**config.mk**
```make
export PLATFORM = sky130hd
export DESIGN_NAME = byte_stuffed_frame_decoder
export DESIGN_NICKNAME = d
export VERILOG_FILES = /design/src/rtl/bsfd_pkg.sv /design/src/rtl/byte_stuffed_frame_decoder.sv
export VERILOG_INCLUDE_DIRS = /design/src /design/src/rtl
export SDC_FILE = /design/constraint.sdc
export NUM_CORES = 1
export LEC_CHECK = 0
export BUFFER_PORTS_ARGS = -buffer_cell sky130_fd_sc_hd__buf_2
export CORE_UTILIZATION = 35
export DETAILED_ROUTE_END_ITERATION = 10
export HOLD_SLACK_MARGIN = 0.05
export PLACE_DENSITY = 0.47
export SLEW_MARGIN = 20
export SYNTH_ARGS = -nofsm -noshare
export SYNTH_HDL_FRONTEND = slang
export SYNTH_SLANG_ARGS = --single-unit
```
**constraint.sdc**
```tcl
create_clock -name aclk -period 3.8 [get_ports aclk]
set_input_delay 0.19 -clock aclk [delete_from_list [all_inputs] [get_ports aclk]]
set_output_delay 0.19 -clock aclk [all_outputs]
set_load 0.05 [all_outputs]
```
**src/rtl/byte_stuffed_frame_decoder_assert.svh**
```systemverilog
// Assertion macros shared by the frame decoder RTL.
// No dependencies; included by the modules that carry assertions.
`ifndef BYTE_STUFFED_FRAME_DECODER_ASSERT_SVH
`define BYTE_STUFFED_FRAME_DECODER_ASSERT_SVH

// Same-cycle implication, disabled during reset.
`define BSFD_ASSERT_IMPLIES(label, clk, rstn, ante, cons, msg) \
    label: assert property (@(posedge clk) disable iff (!rstn) (ante) |-> (cons)) \
        else $error(msg);

// Next-cycle implication, disabled during reset.
`define BSFD_ASSERT_NEXT(label, clk, rstn, ante, cons, msg) \
    label: assert property (@(posedge clk) disable iff (!rstn) (ante) |=> (cons)) \
        else $error(msg);

`endif

```
**src/rtl/bsfd_pkg.sv**
```systemverilog
// Constants and codes for the byte-stuffed frame decoder.
// No dependencies; imported by byte_stuffed_frame_decoder, bsfd_result_checker and the test top.
package bsfd_pkg;

    localparam int DATA_W      = 8;
    localparam int CMD_W       = 16;
    localparam int OUT_DATA_W  = 24;
    localparam int REG_IDX_W   = 2;
    localparam int MAX_FRAME   = 64;
    localparam int STORE_DEPTH = 64;
    localparam int ADDR_W      = $clog2(STORE_DEPTH);
    localparam int CNT_W       = $clog2(MAX_FRAME + 1);
    localparam int MIN_FRAME   = 4;
    localparam int PAYLOAD_OFS = 4;

    // Register indexes
    localparam logic [REG_IDX_W-1:0] REG_START_CODE  = 2'd0;
    localparam logic [REG_IDX_W-1:0] REG_STOP_CODE   = 2'd1;
    localparam logic [REG_IDX_W-1:0] REG_ESCAPE_CODE = 2'd2;
    localparam logic [REG_IDX_W-1:0] REG_XOR_KEY     = 2'd3;

    // Register reset values
    localparam logic [DATA_W-1:0] START_CODE_RST  = 8'h02;
    localparam logic [DATA_W-1:0] STOP_CODE_RST   = 8'h03;
    localparam logic [DATA_W-1:0] ESCAPE_CODE_RST = 8'h10;
    localparam logic [DATA_W-1:0] XOR_KEY_RST     = 8'h20;

    // Decode modes
    localparam logic [1:0] MODE_WAIT   = 2'd0;
    localparam logic [1:0] MODE_FRAME  = 2'd1;
    localparam logic [1:0] MODE_ESCAPE = 2'd2;

    // Readout phases
    localparam logic [1:0] PH_INTAKE = 2'd0;
    localparam logic [1:0] PH_READ   = 2'd1;
    localparam logic [1:0] PH_LOAD   = 2'd2;
    localparam logic [1:0] PH_EMPTY  = 2'd3;

endpackage

```
**src/rtl/byte_stuffed_frame_decoder.sv**
```systemverilog
// Byte-stuffed frame decoder: frame hunt, unstuffing, checksum and readout.
// Depends on bsfd_pkg and byte_stuffed_frame_decoder_assert.svh.
//
// Channel   Dir  Handshake          Payload
// s_*       in   s_tvalid/s_tready  rx_byte
// m_*       out  m_tvalid/m_tready  frame_command, payload_byte, payload_present, frame_end
// cfg_*     in   cfg_wr_en          start, stop, escape codes and xor key
//
// Intake takes one byte per cycle while no frame is being read out.
// A good stop byte starts readout of the frame store: each payload item
// takes a store read, then an output register load that waits for a free output
// register; s_tready is low until the last item of the frame sits in the output register.
// m_tready low holds the output register and the readout sequencer.
// aresetn is synchronous; the frame store itself is not cleared.
`include "byte_stuffed_frame_decoder_assert.svh"

module byte_stuffed_frame_decoder (
    input  logic                             aclk,
    input  logic                             aresetn,
    input  logic                             s_tvalid,
    output logic                             s_tready,
    input  logic [bsfd_pkg::DATA_W-1:0]      s_tdata,   // [7:0] rx_byte
    output logic                             m_tvalid,
    input  logic                             m_tready,
    output logic [bsfd_pkg::OUT_DATA_W-1:0]  m_tdata,   // [15:0] frame_command, [23:16] payload_byte
    output logic                             m_tuser,   // [0] payload_present
    output logic                             m_tlast,   // frame_end
    input  logic                             cfg_wr_en,
    input  logic [bsfd_pkg::REG_IDX_W-1:0]   cfg_index,
    input  logic [bsfd_pkg::DATA_W-1:0]      cfg_wdata
);
    import bsfd_pkg::*;

    logic [DATA_W-1:0] start_code_reg, stop_code_reg, escape_code_reg, xor_key_reg;

    logic [1:0]        mode_reg, mode_next;
    logic [1:0]        phase_reg, phase_next;
    logic [CNT_W-1:0]  count_reg, count_next;
    logic [CMD_W-1:0]  sum_reg, sum_next;
    logic              ovf_reg, ovf_next;
    logic [CMD_W-1:0]  check_reg, check_next;
    logic [CMD_W-1:0]  cmd_reg, cmd_next;
    logic [CNT_W-1:0]  rd_addr_reg, rd_addr_next;

    logic              out_valid_reg, out_valid_next;
    logic [CMD_W-1:0]  out_cmd_reg, out_cmd_next;
    logic [DATA_W-1:0] out_byte_reg, out_byte_next;
    logic              out_present_reg, out_present_next;
    logic              out_last_reg, out_last_next;

    logic [DATA_W-1:0] store_mem [STORE_DEPTH];
    logic [DATA_W-1:0] mem_q;
    logic              mem_we;
    logic [DATA_W-1:0] mem_wdata;
    logic              mem_re;

    logic              s_accept;
    logic              out_free;
    logic              store_en;
    logic [DATA_W-1:0] store_val;
    logic              is_stop;
    logic              frame_ok;
    logic              rd_last;

    assign s_tready = (phase_reg == PH_INTAKE);
    assign s_accept = s_tvalid && s_tready;
    assign out_free = !out_valid_reg || m_tready;
    assign is_stop  = (mode_reg == MODE_FRAME) && (s_tdata != escape_code_reg)
                      && (s_tdata == stop_code_reg);
    assign frame_ok = !ovf_reg && (count_reg >= CNT_W'(MIN_FRAME)) && (check_reg == sum_reg);
    assign rd_last  = ((rd_addr_reg + CNT_W'(1)) == count_reg);
    assign mem_re   = (phase_reg == PH_READ);

    assign m_tvalid = out_valid_reg;
    assign m_tdata  = {out_byte_reg, out_cmd_reg};
    assign m_tuser  = out_present_reg;
    assign m_tlast  = out_last_reg;

    always_comb begin
        mode_next        = mode_reg;
        phase_next       = phase_reg;
        count_next       = count_reg;
        sum_next         = sum_reg;
        ovf_next         = ovf_reg;
        check_next       = check_reg;
        cmd_next         = cmd_reg;
        rd_addr_next     = rd_addr_reg;
        out_valid_next   = out_valid_reg;
        out_cmd_next     = out_cmd_reg;
        out_byte_next    = out_byte_reg;
        out_present_next = out_present_reg;
        out_last_next    = out_last_reg;
        store_en         = 1'b0;
        store_val        = s_tdata;
        mem_we           = 1'b0;
        mem_wdata        = s_tdata;

        if (out_valid_reg && m_tready) begin
            out_valid_next = 1'b0;
        end

        if (s_accept) begin
            case (mode_reg)
                MODE_FRAME: begin
                    if (s_tdata == escape_code_reg) begin
                        mode_next = MODE_ESCAPE;
                    end else if (s_tdata == stop_code_reg) begin
                        mode_next = MODE_WAIT;
                        if (frame_ok) begin
                            rd_addr_next = CNT_W'(PAYLOAD_OFS);
                            if (count_reg == CNT_W'(MIN_FRAME)) begin
                                phase_next = PH_EMPTY;
                            end else begin
                                phase_next = PH_READ;
                            end
                        end
                    end else if (s_tdata == start_code_reg) begin
                        count_next = '0;
                        sum_next   = '0;
                        ovf_next   = 1'b0;
                    end else begin
                        store_en = 1'b1;
                    end
                end
                MODE_ESCAPE: begin
                    store_en  = 1'b1;
                    store_val = s_tdata ^ xor_key_reg;
                    mode_next = MODE_FRAME;
                end
                default: begin
                    if (s_tdata == start_code_reg) begin
                        count_next = '0;
                        sum_next   = '0;
                        ovf_next   = 1'b0;
                        mode_next  = MODE_FRAME;
                    end else begin
                        mode_next = MODE_WAIT;
                    end
                end
            endcase
        end

        if (store_en) begin
            if (count_reg < CNT_W'(MAX_FRAME)) begin
                mem_we    = 1'b1;
                mem_wdata = store_val;
                case (count_reg)
                    CNT_W'(0): check_next[7:0]  = store_val;
                    CNT_W'(1): check_next[15:8] = store_val;
                    CNT_W'(2): cmd_next[7:0]    = store_val;
                    CNT_W'(3): cmd_next[15:8]   = store_val;
                    default: ;
                endcase
                if (count_reg >= CNT_W'(2)) begin
                    sum_next = sum_reg + CMD_W'(store_val);
                end
                count_next = count_reg + CNT_W'(1);
            end else begin
                ovf_next = 1'b1;
            end
        end

        case (phase_reg)
            PH_READ: begin
                phase_next = PH_LOAD;
            end
            PH_LOAD: begin
                // hold the read data until the output register frees up
                if (out_free) begin
                    out_valid_next   = 1'b1;
                    out_cmd_next     = cmd_reg;
                    out_byte_next    = mem_q;
                    out_present_next = 1'b1;
                    out_last_next    = rd_last;
                    if (rd_last) begin
                        phase_next = PH_INTAKE;
                    end else begin
                        rd_addr_next = rd_addr_reg + CNT_W'(1);
                        phase_next   = PH_READ;
                    end
                end
            end
            PH_EMPTY: begin
                if (out_free) begin
                    out_valid_next   = 1'b1;
                    out_cmd_next     = cmd_reg;
                    out_byte_next    = '0;
                    out_present_next = 1'b0;
                    out_last_next    = 1'b1;
                    phase_next       = PH_INTAKE;
                end
            end
            default: ;
        endcase
    end

    always_ff @(posedge aclk) begin
        if (!aresetn) begin
            start_code_reg  <= START_CODE_RST;
            stop_code_reg   <= STOP_CODE_RST;
            escape_code_reg <= ESCAPE_CODE_RST;
            xor_key_reg     <= XOR_KEY_RST;
        end else if (cfg_wr_en) begin
            case (cfg_index)
                REG_START_CODE:  start_code_reg  <= cfg_wdata;
                REG_STOP_CODE:   stop_code_reg   <= cfg_wdata;
                REG_ESCAPE_CODE: escape_code_reg <= cfg_wdata;
                REG_XOR_KEY:     xor_key_reg     <= cfg_wdata;
                default: ;
            endcase
        end
    end

    always_ff @(posedge aclk) begin
        if (!aresetn) begin
            mode_reg      <= MODE_WAIT;
            phase_reg     <= PH_INTAKE;
            count_reg     <= '0;
            sum_reg       <= '0;
            ovf_reg       <= 1'b0;
            out_valid_reg <= 1'b0;
        end else begin
            mode_reg      <= mode_next;
            phase_reg     <= phase_next;
            count_reg     <= count_next;
            sum_reg       <= sum_next;
            ovf_reg       <= ovf_next;
            out_valid_reg <= out_valid_next;
        end
    end

    always_ff @(posedge aclk) begin
        check_reg       <= check_next;
        cmd_reg         <= cmd_next;
        rd_addr_reg     <= rd_addr_next;
        out_cmd_reg     <= out_cmd_next;
        out_byte_reg    <= out_byte_next;
        out_present_reg <= out_present_next;
        out_last_reg    <= out_last_next;
    end

    // Frame store: one write port for intake, one registered read port for readout
    always_ff @(posedge aclk) begin
        if (mem_we) begin
            store_mem[count_reg[ADDR_W-1:0]] <= mem_wdata;
        end
        if (mem_re) begin
            mem_q <= store_mem[rd_addr_reg[ADDR_W-1:0]];
        end
    end

    `BSFD_ASSERT_IMPLIES(a_count_bound, aclk, aresetn, 1'b1, count_reg <= CNT_W'(MAX_FRAME), "byte count beyond frame limit")
    `BSFD_ASSERT_IMPLIES(a_ovf_full, aclk, aresetn, ovf_reg, count_reg == CNT_W'(MAX_FRAME), "overflow flagged with store not full")
    `BSFD_ASSERT_IMPLIES(a_read_range, aclk, aresetn, phase_reg == PH_READ, (rd_addr_reg >= CNT_W'(PAYLOAD_OFS)) && (rd_addr_reg < count_reg), "readout address outside payload")
    `BSFD_ASSERT_IMPLIES(a_readout_mode, aclk, aresetn, phase_reg != PH_INTAKE, mode_reg == MODE_WAIT, "readout while a frame is open")
    `BSFD_ASSERT_NEXT(a_good_stop, aclk, aresetn, s_accept && is_stop && frame_ok, phase_reg != PH_INTAKE, "good frame did not start readout")

endmodule

```
==> results.py, run 1 <==
metrics = {
    "run_status": {
        "status": "completed",
    },
    "logic_synthesis": {
        "synthTopCellsByArea": "edfxtp_1, mux4_2, mux2i_1, dfxtp_1, nor2_1",
        "synth-compound-area-share_pct": 5.42,
        "ys_ff_latch": 646,
        "synth_top_area_share_pct": 66.1,
        "synth_top_family_by_area": "multiplexers",
        "yosys.area_share.simple_pct": 6.54,
        "synthesis.instances": 1652,
        "synth-edff-count": 578,
        "ys_seq_area_share_pct": 71.3,
        "synthAdderAreaFrac_pct": 0.744,
        "ys_async_sr_fraction_pct": 0,
        "syn-cell-area_sq_um": 26200,
        "synthXorXnorAreaFrac_pct": 2.27,
        "synth_mux_area_share_pct": 11.9,
        "yosysWarningCount": 0,
        "syn-num-nets": 1690,
        "synth_ff_type": "edfxtp_1",
        "synth_area_leader_cell": "edfxtp_1",
        "synth_cell_types": 65,
        "avgSynthCellArea_sq_um": 15.9,
    },
    "power_and_ir_drop": {
        "p_leak_nw": 9.48,
        "p_sw_mw": 3.01,
        "p_int_mw": 11.8,
        "p_per_area_nw_per_um2": 486,
        "power_frac_comb_pct": 1.9,
        "p_clk_share_pct": 45.6,
        "p_seq_share_pct": 52.5,
        "max-vdd-ir-drop_v": 0.000390,
        "switching_share_pct": 20.4,
    },
    "routing": {
        "drt_iter0_drc": 1152,
        "ant_nets": 0,
        "wl_per_cell_um": 23.6,
        "firstDrtPassIters": 5,
        "viasPerCell": 5.20,
        "post-route-drc-count": 0,
        "totalWireLength_mm": 65.3,
        "vias": 14400,
    },
    "clock_network": {
        "numClockSinks": 646,
        "clock_latency_ns": 0.62,
        "cts-root-buf": "clkbuf_16",
        "cts_buffers": 71,
        "clk_pin_slew_worst_paths_ns": 0.06,
        "hold_buffers": 13,
        "post_cts_buffers": 0,
        "cts_tree": "done",
        "cts_resized": 0,
        "htree_levels": 3,
        "cts_max_path_buffers": 3,
    },
    "worst_setup_path": {
        "critical_path_arrival_ns": 3.93,
        "timing.rr.start": "mode_reg[0]$_SDFFE_PN0P_",
        "r2r_setup_slack_ns": 0.36,
        "rr_endpoint": "sum_reg[10]$_SDFF_PN0_",
        "worstPathMaxFanout": 6,
        "critPathLaunchType": "register",
        "critPathKind": "register to register",
        "worstPathRequired_ns": 4.29,
        "reg2reg_depth": 16,
        "cp-end-kind": "register",
    },
    "floorplanning": {
        "fp.dieW_um": 276,
        "io_pins": 51,
        "start_util_pct": 35.3,
        "die_area_sq_um": 76100,
        "row_count": 100,
        "core_area_sq_um": 74300,
        "die_h_um": 276,
    },
    "cells_and_area": {
        "layout.cells.most_common": "edfxtp_1",
        "largest_reg_flops": 512,
        "nNetsFinal": 1783,
        "fin_util_pct": 40.8,
        "area_growth_pct": 15.7,
        "final_cell_mix": "edfxtp_1, nor2_1, mux2i_1",
        "num_antenna_cells": 0,
        "nFillCells": 6821,
        "drive_gt1_share_pct": 16.9,
    },
    "timing": {
        "whs_ns": 0.103,
        "max_slew_margin_pct": 36.6,
        "fin_skew_ns": 0.0343,
        "hold_viol_final": 0,
        "setup_viol": 0,
        "max_freq_ghz": 0.291,
        "rsz0062_at_grt": "no",
        "tns_ns": 0,
        "min_period_ns": 3.44,
        "tightestPinTransition_ns": 0.947,
        "finalCritPeriodShare_pct": 90.6,
        "slew_violations": 0,
    },
    "global_routing": {
        "grt_usage_pct": 17.6,
        "grt_pass1_wl_mm": 97.3,
        "antenna_found_initial": 4,
        "grt.overflow.total": 0,
        "grt_max_degree": 70,
        "met3_usage_pct": 2.73,
        "gr-usage-met1_pct": 24.3,
        "grt_pass1_vias": 14500,
        "grt.busiest_layer": "met2",
        "gr-usage-met2_pct": 28.3,
    },
    "placed_design": {
        "globalplace.congestion": 0.800,
        "dpl.hpwl_mm": 40.9,
        "io_buffers": 50,
    },
    "flow_run": {
        "cap_viol_max_count": 0,
    },
    "min_path": {
        "min_from": "cfg_index[1]",
        "worst_hold_path.num_cells": 5,
        "min_path_type": "input pin to register",
        "whs_endpoint": "escape_code_reg[1]$_SDFFE_PN0P_",
    },
}
-- final cells by class --
class | instances | area, sq um | share of cell area, %
clock buffers | 87 | 1880 | 6.19
clock inverters | 39 | 389 | 1.28
inverters | 15 | 56.3 | 0.185
multi-input cells | 900 | 7230 | 23.8
flip-flops and latches | 646 | 18700 | 61.7
well taps | 969 | 1210 | 3.99
repair buffers | 111 | 866 | 2.85
-- worst max path at each step --
stage | start | end | slack [ns]
final | mode_reg[0]$_SDFFE_PN0P_ | sum_reg[10]$_SDFF_PN0_ | 0.36
after global routing | mode_reg[0]$_SDFFE_PN0P_ | sum_reg[10]$_SDFF_PN0_ | 0.07
after CTS | mode_reg[0]$_SDFFE_PN0P_ | sum_reg[10]$_SDFF_PN0_ | 0.35
after detailed placement | mode_reg[0]$_SDFFE_PN0P_ | sum_reg[10]$_SDFF_PN0_ | 0.40
after global placement | mode_reg[0]$_SDFFE_PN0P_ | sum_reg[10]$_SDFF_PN0_ | 0.45
after floorplan | phase_reg[1]$_SDFF_PN0_ | sum_reg[10]$_SDFF_PN0_ | 0.18
-- worst max-delay path: stages, from the launching register on --
cell      delay [ns]
dfxtp_1         0.31
inv_1           0.08
ha_1            0.19
inv_1           0.09
nor2_1          0.21
buf_4           0.19
nand2_1         0.07
xnor2_1         0.40
inv_1           0.11
fa_1            0.43
nor2b_1         0.16
o31a_1          0.17
o21a_1          0.17
o211ai_1        0.13
nor4_1          0.34
nand3_1         0.16
mux2i_1         0.14
-- cells in the mapped netlist, types with 12 or more instances --
| library cell | n |
|---|---|
| a21oi_1 | 72 |
| buf_1 | 12 |
| buf_2 | 31 |
| clkbuf_1 | 44 |
| dfxtp_1 | 68 |
| edfxtp_1 | 578 |
| ha_1 | 14 |
| inv_1 | 13 |
| mux2i_1 | 140 |
| mux4_2 | 72 |
| nand2_1 | 103 |
| nand3_1 | 20 |
| nor2_1 | 156 |
| o21ai_0 | 41 |
| o221ai_1 | 32 |
| o22ai_1 | 32 |
| xnor2_1 | 39 |
| xor2_1 | 29 |
-- power groups by stage --
stage | clock network (mW) | registers [mW] | logic (mW)
after floorplan | 0 | 7.89 | 0.142
after global placement | 0 | 7.89 | 0.274
after detailed placement | 0 | 7.89 | 0.281
after CTS | 6.90 | 7.74 | 0.291
after global routing | 7.17 | 7.74 | 0.310
final | 6.74 | 7.74 | 0.281
-- logic make-up after synthesis --
logic type / Yosys count
xor gates and xnor gates: 68
buffers and inverters: 106
AOI/OAI and AO/OA: 223
adders and majority gates: 15
DFF: 646
muxes: 222
and+or+nand+nor: 372
-- layer usage --
metal / part of all wire, % / vias up
li1: - / 6614
met1: 45 / 7364
met2: 48 / 330
met3: 4.6 / 86
met4: 2.4 / 4
met5: 0.041 / -
-- through the flow --
step                worst slack (ns)  std cells  area [sq um]  total power, mW
floorplan                      0.177       1652         26300             8.04
detailed placement             0.398       2628         28000             8.17
finish                         0.359       2767         30400             14.8
global placement               0.449       2628         28000             8.17
global route                  0.0682       2767         30400             15.2
CTS                            0.348       2767         30400             14.9
Note: power is estimated with default switching activity, not from simulation.
==> inputs of run 2 (changes only) <==
Settings changed: ABC_CLOCK_PERIOD_IN_PS set to 3800, CORE_UTILIZATION 35 to 40, PLACE_DENSITY 0.47 to 0.53.
==> run 2 against run 1 <==
Non-clock buffer count is 12 higher. First-iteration DRC count is 13% lower. Sequential share of layout area is 0.19 points higher. Combinational power is 1% higher. Largest power group unchanged. Count of clock-buffer cells in the layout stayed put. Die area is 12% lower.
==> results.py, run 2 (synthesis gave the netlist of run 1 again) <==
metrics = {
    "min_path": {
        "min_path_type": "input pin to register",
    },
    "clock_network": {
        "htree_levels": 3,
        "cts-root-buf": "clkbuf_16",
        "clock_latency_ns": 0.61,
        "numClockSinks": 646,
        "cts_buffers": 70,
        "clk_pin_slew_worst_paths_ns": 0.07,
        "cts_tree": "done",
        "cts_max_path_buffers": 3,
        "post_cts_buffers": 0,
    },
    "routing": {
        "post-route-drc-count": 0,
        "vias": 14500,
        "drt_iter0_drc": 1006,
        "wl_per_cell_um": 23.7,
        "ant_nets": 0,
        "viasPerCell": 5.43,
        "totalWireLength_mm": 63.0,
        "firstDrtPassIters": 5,
    },
    "worst_setup_path": {
        "cp-end-kind": "register",
        "critPathLaunchType": "register",
        "worstPathMaxFanout": 5,
        "critPathKind": "register to register",
        "critical_path_arrival_ns": 3.87,
        "worstPathRequired_ns": 4.31,
    },
    "global_routing": {
        "gr-usage-met1_pct": 26.6,
        "grt_pass1_vias": 14400,
        "met3_usage_pct": 2.94,
        "grt.overflow.total": 0,
        "grt_usage_pct": 19.0,
        "grt.busiest_layer": "met2",
        "antenna_found_initial": 4,
        "gr-usage-met2_pct": 30.4,
        "grt_pass1_wl_mm": 93.9,
        "grt_max_degree": 65,
    },
    "cells_and_area": {
        "drive_gt1_share_pct": 17.3,
        "area_growth_pct": 15.3,
        "nNetsFinal": 1794,
        "layout.cells.most_common": "edfxtp_1",
        "final_cell_mix": "edfxtp_1, nor2_1, mux2i_1",
        "multiInputGateArea_sq_um": 7230,
        "regArea_sq_um": 18700,
        "largest_reg_flops": 512,
        "nFillCells": 5597,
        "num_antenna_cells": 0,
    },
    "floorplanning": {
        "fp.dieW_um": 258,
        "die_area_sq_um": 66600,
        "io_pins": 51,
        "row_count": 93,
        "start_util_pct": 40.6,
        "die_h_um": 258,
        "core_area_sq_um": 64600,
    },
    "timing": {
        "tightestPinTransition_ns": 1.09,
        "setup_slack_ns": 0.433,
        "min_period_ns": 3.37,
        "finalCritPeriodShare_pct": 88.6,
        "hold_viol_final": 0,
        "rsz0062_at_grt": "no",
        "max_slew_margin_pct": 26.9,
        "fin_skew_ns": 0.0293,
        "max_freq_ghz": 0.297,
        "setup_viol": 0,
        "tns_ns": 0,
        "slew_violations": 0,
    },
    "placed_design": {
        "io_buffers": 50,
        "dp_slack_ns": 0.513,
        "globalplace.congestion": 0.793,
        "dpl.hpwl_mm": 39.2,
    },
    "flow_run": {
        "cap_viol_max_count": 0,
    },
    "power_and_ir_drop": {
        "max-vdd-ir-drop_v": 0.000285,
        "p_per_area_nw_per_um2": 482,
        "p_leak_nw": 9.52,
    },
    "run_status": {
        "status": "completed",
    },
}
==> run 2: cell count changes in the layout (fill, tap and decap cells not counted), moves of 2 or more <==
cell / before / now
inv_6: 1 / 4
buf_12: 10 / 13
clkinv_2: 10 / 8
buf_4: 38 / 46
clkbuf_1: 14 / 16
clkbuf_16: 73 / 70
==> run 2: stage by stage <==
step / hold slack [ns] / total power, mW / instances / area (sq um) / utilization [%]
floorplan: 0.314 / 8.04 / 1652 / 26300 / -
global placement: 0.406 / 8.17 / 2525 / 27900 / 43.3
detailed placement: 0.405 / 8.18 / 2525 / 27900 / 43.3
CTS: 0.0671 / 14.7 / 2664 / 30300 / 46.9
global route: 0.135 / 15.0 / 2664 / 30300 / 46.9
finish: 0.0922 / 14.6 / 2664 / 30300 / 46.9
==> run 2: layer usage <==
| layer | routed length, um | vias up | share of wire [%] |
|---|---|---|---|
| li1 | - | 6612 | - |
| met5 | 46 | - | 0.073 |
| met1 | 28400 | 7399 | 45 |
| met3 | 2930 | 101 | 4.6 |
| met4 | 1620 | 6 | 2.6 |
| met2 | 30100 | 357 | 48 |
==> run 2: final cells by class <==
| type | count | share of cell area [%] |
|---|---|---|
| clock buffers | 87 | 6.03 |
| clock inverters | 38 | 1.19 |
| inverters | 15 | 0.186 |
| multi-input cells | 900 | 23.9 |
| flip-flops and latches | 646 | 61.9 |
| well taps | 855 | 3.54 |
| repair buffers | 123 | 3.29 |
==> run 2: where the power goes <==
group	switching [mW]	leakage, nW	internal (mW)
clock network	2.78	1.06	3.78
logic	0.198	2.71	0.0872
registers	0.0101	5.74	7.73
total	2.99	9.52	11.6
==> run 2: final timing paths <==
kind | endpoint | slack, ns | from | cells after the start
worst max register to register | sum_reg[10]$_SDFF_PN0_ | 0.43 | mode_reg[0]$_SDFFE_PN0P_ | 17
worst min register to register | out_cmd_reg[14]$_DFFE_PP_ | 0.42 | cmd_reg[14]$_DFFE_PP_ | 0
worst min-delay path | mode_reg[1]$_SDFFE_PN0P_ | 0.09 | s_tvalid | 5
worst max-delay path | sum_reg[10]$_SDFF_PN0_ | 0.43 | mode_reg[0]$_SDFFE_PN0P_ | 17
==> run 2: critical path: stages (launching register included) <==
cell,delay [ns]
dfxtp_1,0.32
inv_1,0.07
ha_1,0.18
inv_1,0.09
nor2_1,0.17
nand2_1,0.09
xnor2_1,0.13
buf_4,0.16
ha_1,0.23
inv_1,0.08
fa_1,0.44
nor2b_1,0.18
o31a_1,0.17
o21a_1,0.18
o211ai_1,0.12
nor4_1,0.37
nand3_1,0.15
mux2i_1,0.14
==> run 2: what timing repair did <==
action | CTS | global route
endpoints found under the hold margin | 38 | 0
hold buffers | 14 | 0
gates resized for setup | 0 | 0
